<file path="config.mk">
export PLATFORM = sky130hd
export DESIGN_NAME = binary_to_decimal_ascii_unit
export DESIGN_NICKNAME = d
export VERILOG_FILES = /design/src/hw/rtl/b2da_pkg.sv /design/src/hw/rtl/b2da_cell.sv /design/src/hw/rtl/binary_to_decimal_ascii_unit.sv
export VERILOG_INCLUDE_DIRS = /design/src /design/src/hw/rtl
export SDC_FILE = /design/constraint.sdc
export NUM_CORES = 1
export LEC_CHECK = 0
export BUFFER_PORTS_ARGS = -buffer_cell sky130_fd_sc_hd__buf_4
export CAP_MARGIN = 5
export CORE_ASPECT_RATIO = 0.75
export CORE_MARGIN = 2
export CORE_UTILIZATION = 45
export DETAILED_ROUTE_END_ITERATION = 6
export PLACE_DENSITY = 0.68
export SYNTH_ARGS = -nofsm -noshare
export SYNTH_HDL_FRONTEND = slang
export SYNTH_SLANG_ARGS = --single-unit
</file>
<file path="constraint.sdc">
create_clock -name clock -period 3.4 [get_ports clock]
set_input_delay 1.02 -clock clock [delete_from_list [all_inputs] [get_ports clock]]
set_output_delay 1.02 -clock clock [all_outputs]
set_load 0.02 [all_outputs]
</file>
<file path="src/hw/rtl/binary_to_decimal_ascii_unit_defines.svh">
// assertion macros for the binary to decimal ascii unit
`ifndef BINARY_TO_DECIMAL_ASCII_UNIT_DEFINES_SVH
`define BINARY_TO_DECIMAL_ASCII_UNIT_DEFINES_SVH

// checked only outside reset
`define B2DA_ASSERT(label, prop, msg) \
   label: assert property (@(posedge clock) disable iff (reset) prop) else $error(msg);

// checked on every edge, reset included
`define B2DA_ASSERT_ALWAYS(label, prop, msg) \
   label: assert property (@(posedge clock) prop) else $error(msg);

`endif

</file>
<file path="src/hw/rtl/b2da_pkg.sv">
// shared types and constants of the binary to decimal ascii unit
`default_nettype none

package b2da_pkg;

   localparam int DEFAULT_VALUE_BITS  = 16;
   localparam int DEFAULT_DIGIT_COUNT = 5;

   localparam int DIGIT_W = 4;
   localparam int ASCII_W = 6;

   localparam logic [ASCII_W-1:0] ASCII_ZERO = 6'h30;

   // what every cell of the digit row does in a cycle
   typedef enum logic [1:0] {
      CELL_HOLD,
      CELL_CLEAR,
      CELL_SHIFT,
      CELL_MOVE
   } cell_op_type;

   typedef enum logic [1:0] {
      ST_IDLE,
      ST_CONVERT,
      ST_EMIT
   } state_type;

endpackage

`default_nettype wire

</file>
<file path="src/hw/rtl/b2da_cell.sv">
// one decimal digit cell of the double dabble row
`default_nettype none

module b2da_cell (
   input  wire logic                          clock,
   input  wire b2da_pkg::cell_op_type         cell_op,
   input  wire logic                          bit_in,
   input  wire logic [b2da_pkg::DIGIT_W-1:0]  digit_in,
   output logic                               bit_out,
   output logic      [b2da_pkg::DIGIT_W-1:0]  digit_out
);

   logic [b2da_pkg::DIGIT_W-1:0] digit_ff;
   logic [b2da_pkg::DIGIT_W-1:0] digit_next_in;
   logic [b2da_pkg::DIGIT_W-1:0] adjusted;

   // add 3 before the shift so the digit carries at ten
   always_comb begin
      adjusted = (digit_ff >= 4'd5) ? digit_ff + 4'd3 : digit_ff;
      bit_out  = adjusted[b2da_pkg::DIGIT_W-1];
      case (cell_op)
         b2da_pkg::CELL_HOLD:  digit_next_in = digit_ff;
         b2da_pkg::CELL_CLEAR: digit_next_in = '0;
         b2da_pkg::CELL_SHIFT: digit_next_in = {adjusted[b2da_pkg::DIGIT_W-2:0], bit_in};
         b2da_pkg::CELL_MOVE:  digit_next_in = digit_in;
         default:              digit_next_in = digit_ff;
      endcase
   end

   always_ff @(posedge clock) begin
      digit_ff <= digit_next_in;
   end

   assign digit_out = digit_ff;

endmodule

`default_nettype wire

</file>
<file path="src/hw/rtl/binary_to_decimal_ascii_unit.sv">
// steps: a word is accepted, its VALUE_BITS bits are shifted into the row of digit cells
// by the bit-serial double dabble pass, then the digit positions are emitted from the top,
// most significant first, and a valid digit is held while rsp_stall is high
// leading zero positions are passed over but give no word
// one word at a time: a new value is taken only after the last digit is delivered
// reset returns the sequencer to idle; digit cells are cleared on every accepted word
`default_nettype none

`include "binary_to_decimal_ascii_unit_defines.svh"

module binary_to_decimal_ascii_unit #(
   parameter int VALUE_BITS  = b2da_pkg::DEFAULT_VALUE_BITS,
   parameter int DIGIT_COUNT = b2da_pkg::DEFAULT_DIGIT_COUNT
) (
   input  wire logic                          clock,
   input  wire logic                          reset,
   input  wire logic                          req_valid,
   output logic                               req_stall,
   input  wire logic [VALUE_BITS-1:0]         req_value,
   output logic                               rsp_valid,
   input  wire logic                          rsp_stall,
   output logic      [b2da_pkg::ASCII_W-1:0]  rsp_ascii_digit,
   output logic                               rsp_last_digit
);

   localparam int BIT_CNT_W = $clog2(VALUE_BITS);
   localparam int REM_W     = $clog2(DIGIT_COUNT + 1);

   b2da_pkg::state_type    state_ff, state_in;
   b2da_pkg::cell_op_type  cell_op;

   logic [VALUE_BITS-1:0]  value_ff, value_in;
   logic [BIT_CNT_W-1:0]   bit_cnt_ff, bit_cnt_in;
   logic [REM_W-1:0]       rem_ff, rem_in;
   logic                   seen_ff, seen_in;

   logic [b2da_pkg::DIGIT_W-1:0] digit_w [DIGIT_COUNT];
   logic                         carry_w [DIGIT_COUNT+1];
   logic [b2da_pkg::DIGIT_W-1:0] top_digit;
   logic                         top_nonzero;
   logic                         rsp_take;

   assign carry_w[0] = value_ff[VALUE_BITS-1];

   genvar k;
   generate
      for (k = 0; k < DIGIT_COUNT; k++) begin : g_cell
         logic [b2da_pkg::DIGIT_W-1:0] lower_digit;
         if (k == 0) begin : g_first
            assign lower_digit = '0;
         end else begin : g_rest
            assign lower_digit = digit_w[k-1];
         end
         b2da_cell u_cell (
            .clock     (clock),
            .cell_op   (cell_op),
            .bit_in    (carry_w[k]),
            .digit_in  (lower_digit),
            .bit_out   (carry_w[k+1]),
            .digit_out (digit_w[k])
         );
      end
   endgenerate

   assign top_digit   = digit_w[DIGIT_COUNT-1];
   assign top_nonzero = (top_digit != '0);

   // a leading zero is skipped unless it is the only digit left
   assign rsp_valid = (state_ff == b2da_pkg::ST_EMIT) &&
                      (seen_ff || top_nonzero || (rem_ff == REM_W'(1)));
   assign rsp_take  = rsp_valid && !rsp_stall;

   assign rsp_ascii_digit = b2da_pkg::ASCII_ZERO +
                            {{(b2da_pkg::ASCII_W-b2da_pkg::DIGIT_W){1'b0}}, top_digit};
   assign rsp_last_digit  = (rem_ff == REM_W'(1));
   assign req_stall       = (state_ff != b2da_pkg::ST_IDLE);

   always_comb begin
      state_in   = state_ff;
      value_in   = value_ff;
      bit_cnt_in = bit_cnt_ff;
      rem_in     = rem_ff;
      seen_in    = seen_ff;
      cell_op    = b2da_pkg::CELL_HOLD;
      case (state_ff)
         b2da_pkg::ST_IDLE: begin
            if (req_valid) begin
               value_in   = req_value;
               bit_cnt_in = '0;
               seen_in    = 1'b0;
               cell_op    = b2da_pkg::CELL_CLEAR;
               state_in   = b2da_pkg::ST_CONVERT;
            end
         end
         b2da_pkg::ST_CONVERT: begin
            cell_op    = b2da_pkg::CELL_SHIFT;
            value_in   = {value_ff[VALUE_BITS-2:0], 1'b0};
            bit_cnt_in = bit_cnt_ff + BIT_CNT_W'(1);
            if (bit_cnt_ff == BIT_CNT_W'(VALUE_BITS - 1)) begin
               rem_in   = REM_W'(DIGIT_COUNT);
               state_in = b2da_pkg::ST_EMIT;
            end
         end
         b2da_pkg::ST_EMIT: begin
            if (!rsp_valid || rsp_take) begin
               cell_op = b2da_pkg::CELL_MOVE;
               rem_in  = rem_ff - REM_W'(1);
               seen_in = seen_ff || rsp_valid;
               if (rem_ff == REM_W'(1)) begin
                  state_in = b2da_pkg::ST_IDLE;
               end
            end
         end
         default: begin
            state_in = b2da_pkg::ST_IDLE;
         end
      endcase
   end

   always_ff @(posedge clock) begin
      if (reset) begin
         state_ff <= b2da_pkg::ST_IDLE;
      end else begin
         state_ff <= state_in;
      end
   end

   always_ff @(posedge clock) begin
      value_ff   <= value_in;
      bit_cnt_ff <= bit_cnt_in;
      rem_ff     <= rem_in;
      seen_ff    <= seen_in;
   end

   `B2DA_ASSERT(a_last_ends_run, (rsp_take && rsp_last_digit) |=> (!rsp_valid && state_ff == b2da_pkg::ST_IDLE), "word continues after last digit")
   `B2DA_ASSERT(a_accept_starts, (req_valid && !req_stall) |=> (state_ff == b2da_pkg::ST_CONVERT && bit_cnt_ff == '0), "accepted word did not start conversion")
   `B2DA_ASSERT(a_digit_range, rsp_valid |-> (top_digit <= 4'd9), "digit cell holds a non-decimal code")
   `B2DA_ASSERT_ALWAYS(a_reset_idle, reset |=> (state_ff == b2da_pkg::ST_IDLE), "sequencer not idle after reset")

endmodule

`default_nettype wire
</file>
==> run metrics <==
pin count of the biggest net entering global routing=27; kind of critical path=register to output pin; Worst R2R End=g_cell[1].u_cell.digit_out[3]; Core Area=5410 um^2; XOR/XNOR share of the synthesized area=0.04098; part of the Yosys area used for sequential elements=0.5307; # Post-CTS Setup Buffers=0; leading area contributor after synthesis=edfxtp_1; DR WL/cell=13.87 um; CTS Hold Bufs=0; initial drt markers=154; CTS root buf=clkbuf_8; DR vias/cell=5.118; DRC=0; cts repair resizes=0; die area=6326 um^2; Slew Limit Fails=0; NumNets Final=313; DRT Wirelength=4925 um; number of port buffers=26; first-pass GRT wire length=8252 um; Synth Area in Adders=0.06829; RSZ-0062 raised after global routing=no; Hold Vio Cnt, Final=0; top-area cell type share of the netlist area=0.5151; Sum Neg Setup Slack=0 ns; post-detail-place hpwl=3359 um; Num CTS Buffers=5; Cells after Synth=252; minimum clock period=2.866 ns; Antenna Cells=0; VDD IR max=0.2091 mV; share of layout cells above drive strength 1=0.1750; clock buffer depth=2; Avg Inst Size Synth=approximately 10 um^2; Initial Util=0.4741; Setup violations, final=0; remaining antenna violation count after routing=0; slew margin rel.=0.6579; Syn Std Cell Area=approximately 2600 um^2; Tightest Pin Transition=0.5132 ns; Worst EP arrival=1.85 ns; Skew-Pair Late Insertion Delay=approximately 0.31 ns; period utilization=0.8429; Peak Freq=0.3490 GHz; Row Count=23; initial antenna violation count=0; outcome=finished clean; Pleak=1.179 nW; min-delay src=value_ff[13]; Ports=29; routability cong.=0.7500; post-synthesis compound-gate area fraction=0.1010; main combinational cell family by area after synthesis=simple AND/OR/NAND/NOR gates; Hold Path Class=register to register; R2R setup slack=roughly 1 ns; Simple-Gate Fraction of Synth Area=0.2098; GR Overflow Total=0; Required @ worst endpoint=2.38 ns; worst hold path endpoint=value_ff[14]; H-tree depth=2; pwr/cell area=around 570 nW/um^2; vias=~1800; r2r startpoint=g_cell[4].u_cell.digit_out[0]; Synth Register Bits=46; Pre-antenna DRT Iters=4; post-synthesis mux area share=0; CTS tree=built; DIE HEIGHT=about 69 um; CTS Sinks=46; die width=91.18 um; synthesis-to-layout area growth=14.68%; yosys warns=0; number of global-route vias before repair=1755; Worst R2R Path Depth=7; Worst-path clk slew=0.08 ns; CP Capture Type=output pin; Fin Hold WS=0.5147 ns; Min-Delay Path Depth=2; Yosys cell types=34; Worst Skew=0.008193 ns; max-cap viol count=0; top post-synthesis cells by area=edfxtp_1 (52%), nand2_1 (7.8%), ha_1 (6.8%), a21oi_1 (2.7%), nand3_1 (2.7%); post-layout util=0.5437; gr usage total=0.1639; Worst setup SP type=register; CP max FO=4
-- layer usage --
layer	track usage	up-vias	share of wire
li1	-	914	-
met1	0.2297	854	0.49
met2	0.2527	44	0.45
met3	0.03696	5	0.050
met4	0.05556	0	0.012
met5	0	-	0
-- logic make-up after synthesis --
kind of cell / count (synthesis)
compound gates: 39
xor+xnor: 12
fa+ha+maj: 14
buf+inv: 26
flops: 46
other cells: 1
simple gates: 114
-- metrics by stage --
step	instances	area (um^2)	setup slack (ns)	total power [mW]
after CTS	355	2942	0.5116	1.703
after global routing	355	2942	0.4458	1.787
after floorplan	253	2569	0.4683	1.153
after detailed placement	347	2831	0.8515	1.289
final	355	2942	0.5343	1.686
after global placement	347	2831	0.8815	1.270
-- worst max path at each step --
stage	startpoint	end	cells past startpoint	slack [ns]
final	g_cell[4].u_cell.digit_out[0]	rsp_valid	5	0.53
after detailed placement	g_cell[4].u_cell.digit_out[0]	rsp_valid	5	0.85
after global routing	g_cell[4].u_cell.digit_out[0]	rsp_valid	5	0.45
after floorplan	req_valid	g_cell[0].u_cell.digit_out[0]	3	0.47
after global placement	g_cell[4].u_cell.digit_out[0]	rsp_valid	5	0.88
after CTS	g_cell[4].u_cell.digit_out[0]	rsp_valid	5	0.51
-- cells in the final DEF (no fill, tap or decap), types with 8 or more instances in the layout --
cell type  netlist  routed
nand3_1         14      14
a31oi_1          9       9
edfxtp_1        44      44
inv_1           13      13
a21oi_1         14      14
nor2_1          17      17
ha_1            14      14
nand2_1         53      53
buf_4            3      32
xnor2_1          8       8
-- layout make-up --
cell class | instances | area [um^2]
fill | 535 | 2469
sequential | 46 | 1361
multi-input combinational | 181 | 1087
timing repair buffer | 32 | 240.2
tap | 75 | 93.84
clock buffer | 6 | 72.57
inverter | 13 | 48.80
clock inverter | 2 | 37.54
-- synthesized netlist by cell type --
master / n
o21a_1: 2
nor2b_1: 4
buf_2: 5
dfxtp_1: 2
a21oi_1: 14
o211ai_4: 1
and2_1: 4
buf_6: 1
or3_1: 7
conb_1: 1
nand2_1: 53
a21oi_2: 2
a21o_1: 1
nor2_1: 17
o21ai_0: 4
a22o_1: 4
edfxtp_1: 44
o21ai_2: 1
nand3_1: 14
clkbuf_1: 3
or4b_4: 1
or3b_2: 4
buf_4: 3
buf_1: 1
and2b_1: 1
nor3_1: 1
inv_1: 13
a211oi_1: 1
xnor2_1: 8
or2_1: 1
a31oi_1: 9
nand2b_1: 7
xor2_1: 4
ha_1: 14
-- power by group --
part           switching [mW]  total [mW]  internal (mW)
clock network           0.193       0.413          0.220
logic                   0.249       0.433          0.184
registers              0.0838       0.841          0.757
total                   0.526        1.69           1.16
-- registers in the layout, summed over array words and instances (netlist names) --
name	flops
g_cell.u_cell.digit_out	20
value_ff	16
bit_cnt_ff	4
rem_ff	3
state_ff	2
seen_ff	1
-- worst max-delay path, cell delays in order (launching register included) --
cell and delay [ns]:
edfxtp_1 0.45, inv_1 0.11, ha_1 0.14, or4b_4 0.50, o21a_1 0.20, buf_4 0.15
No activity file was read; power rests on OpenSTA's default activity.
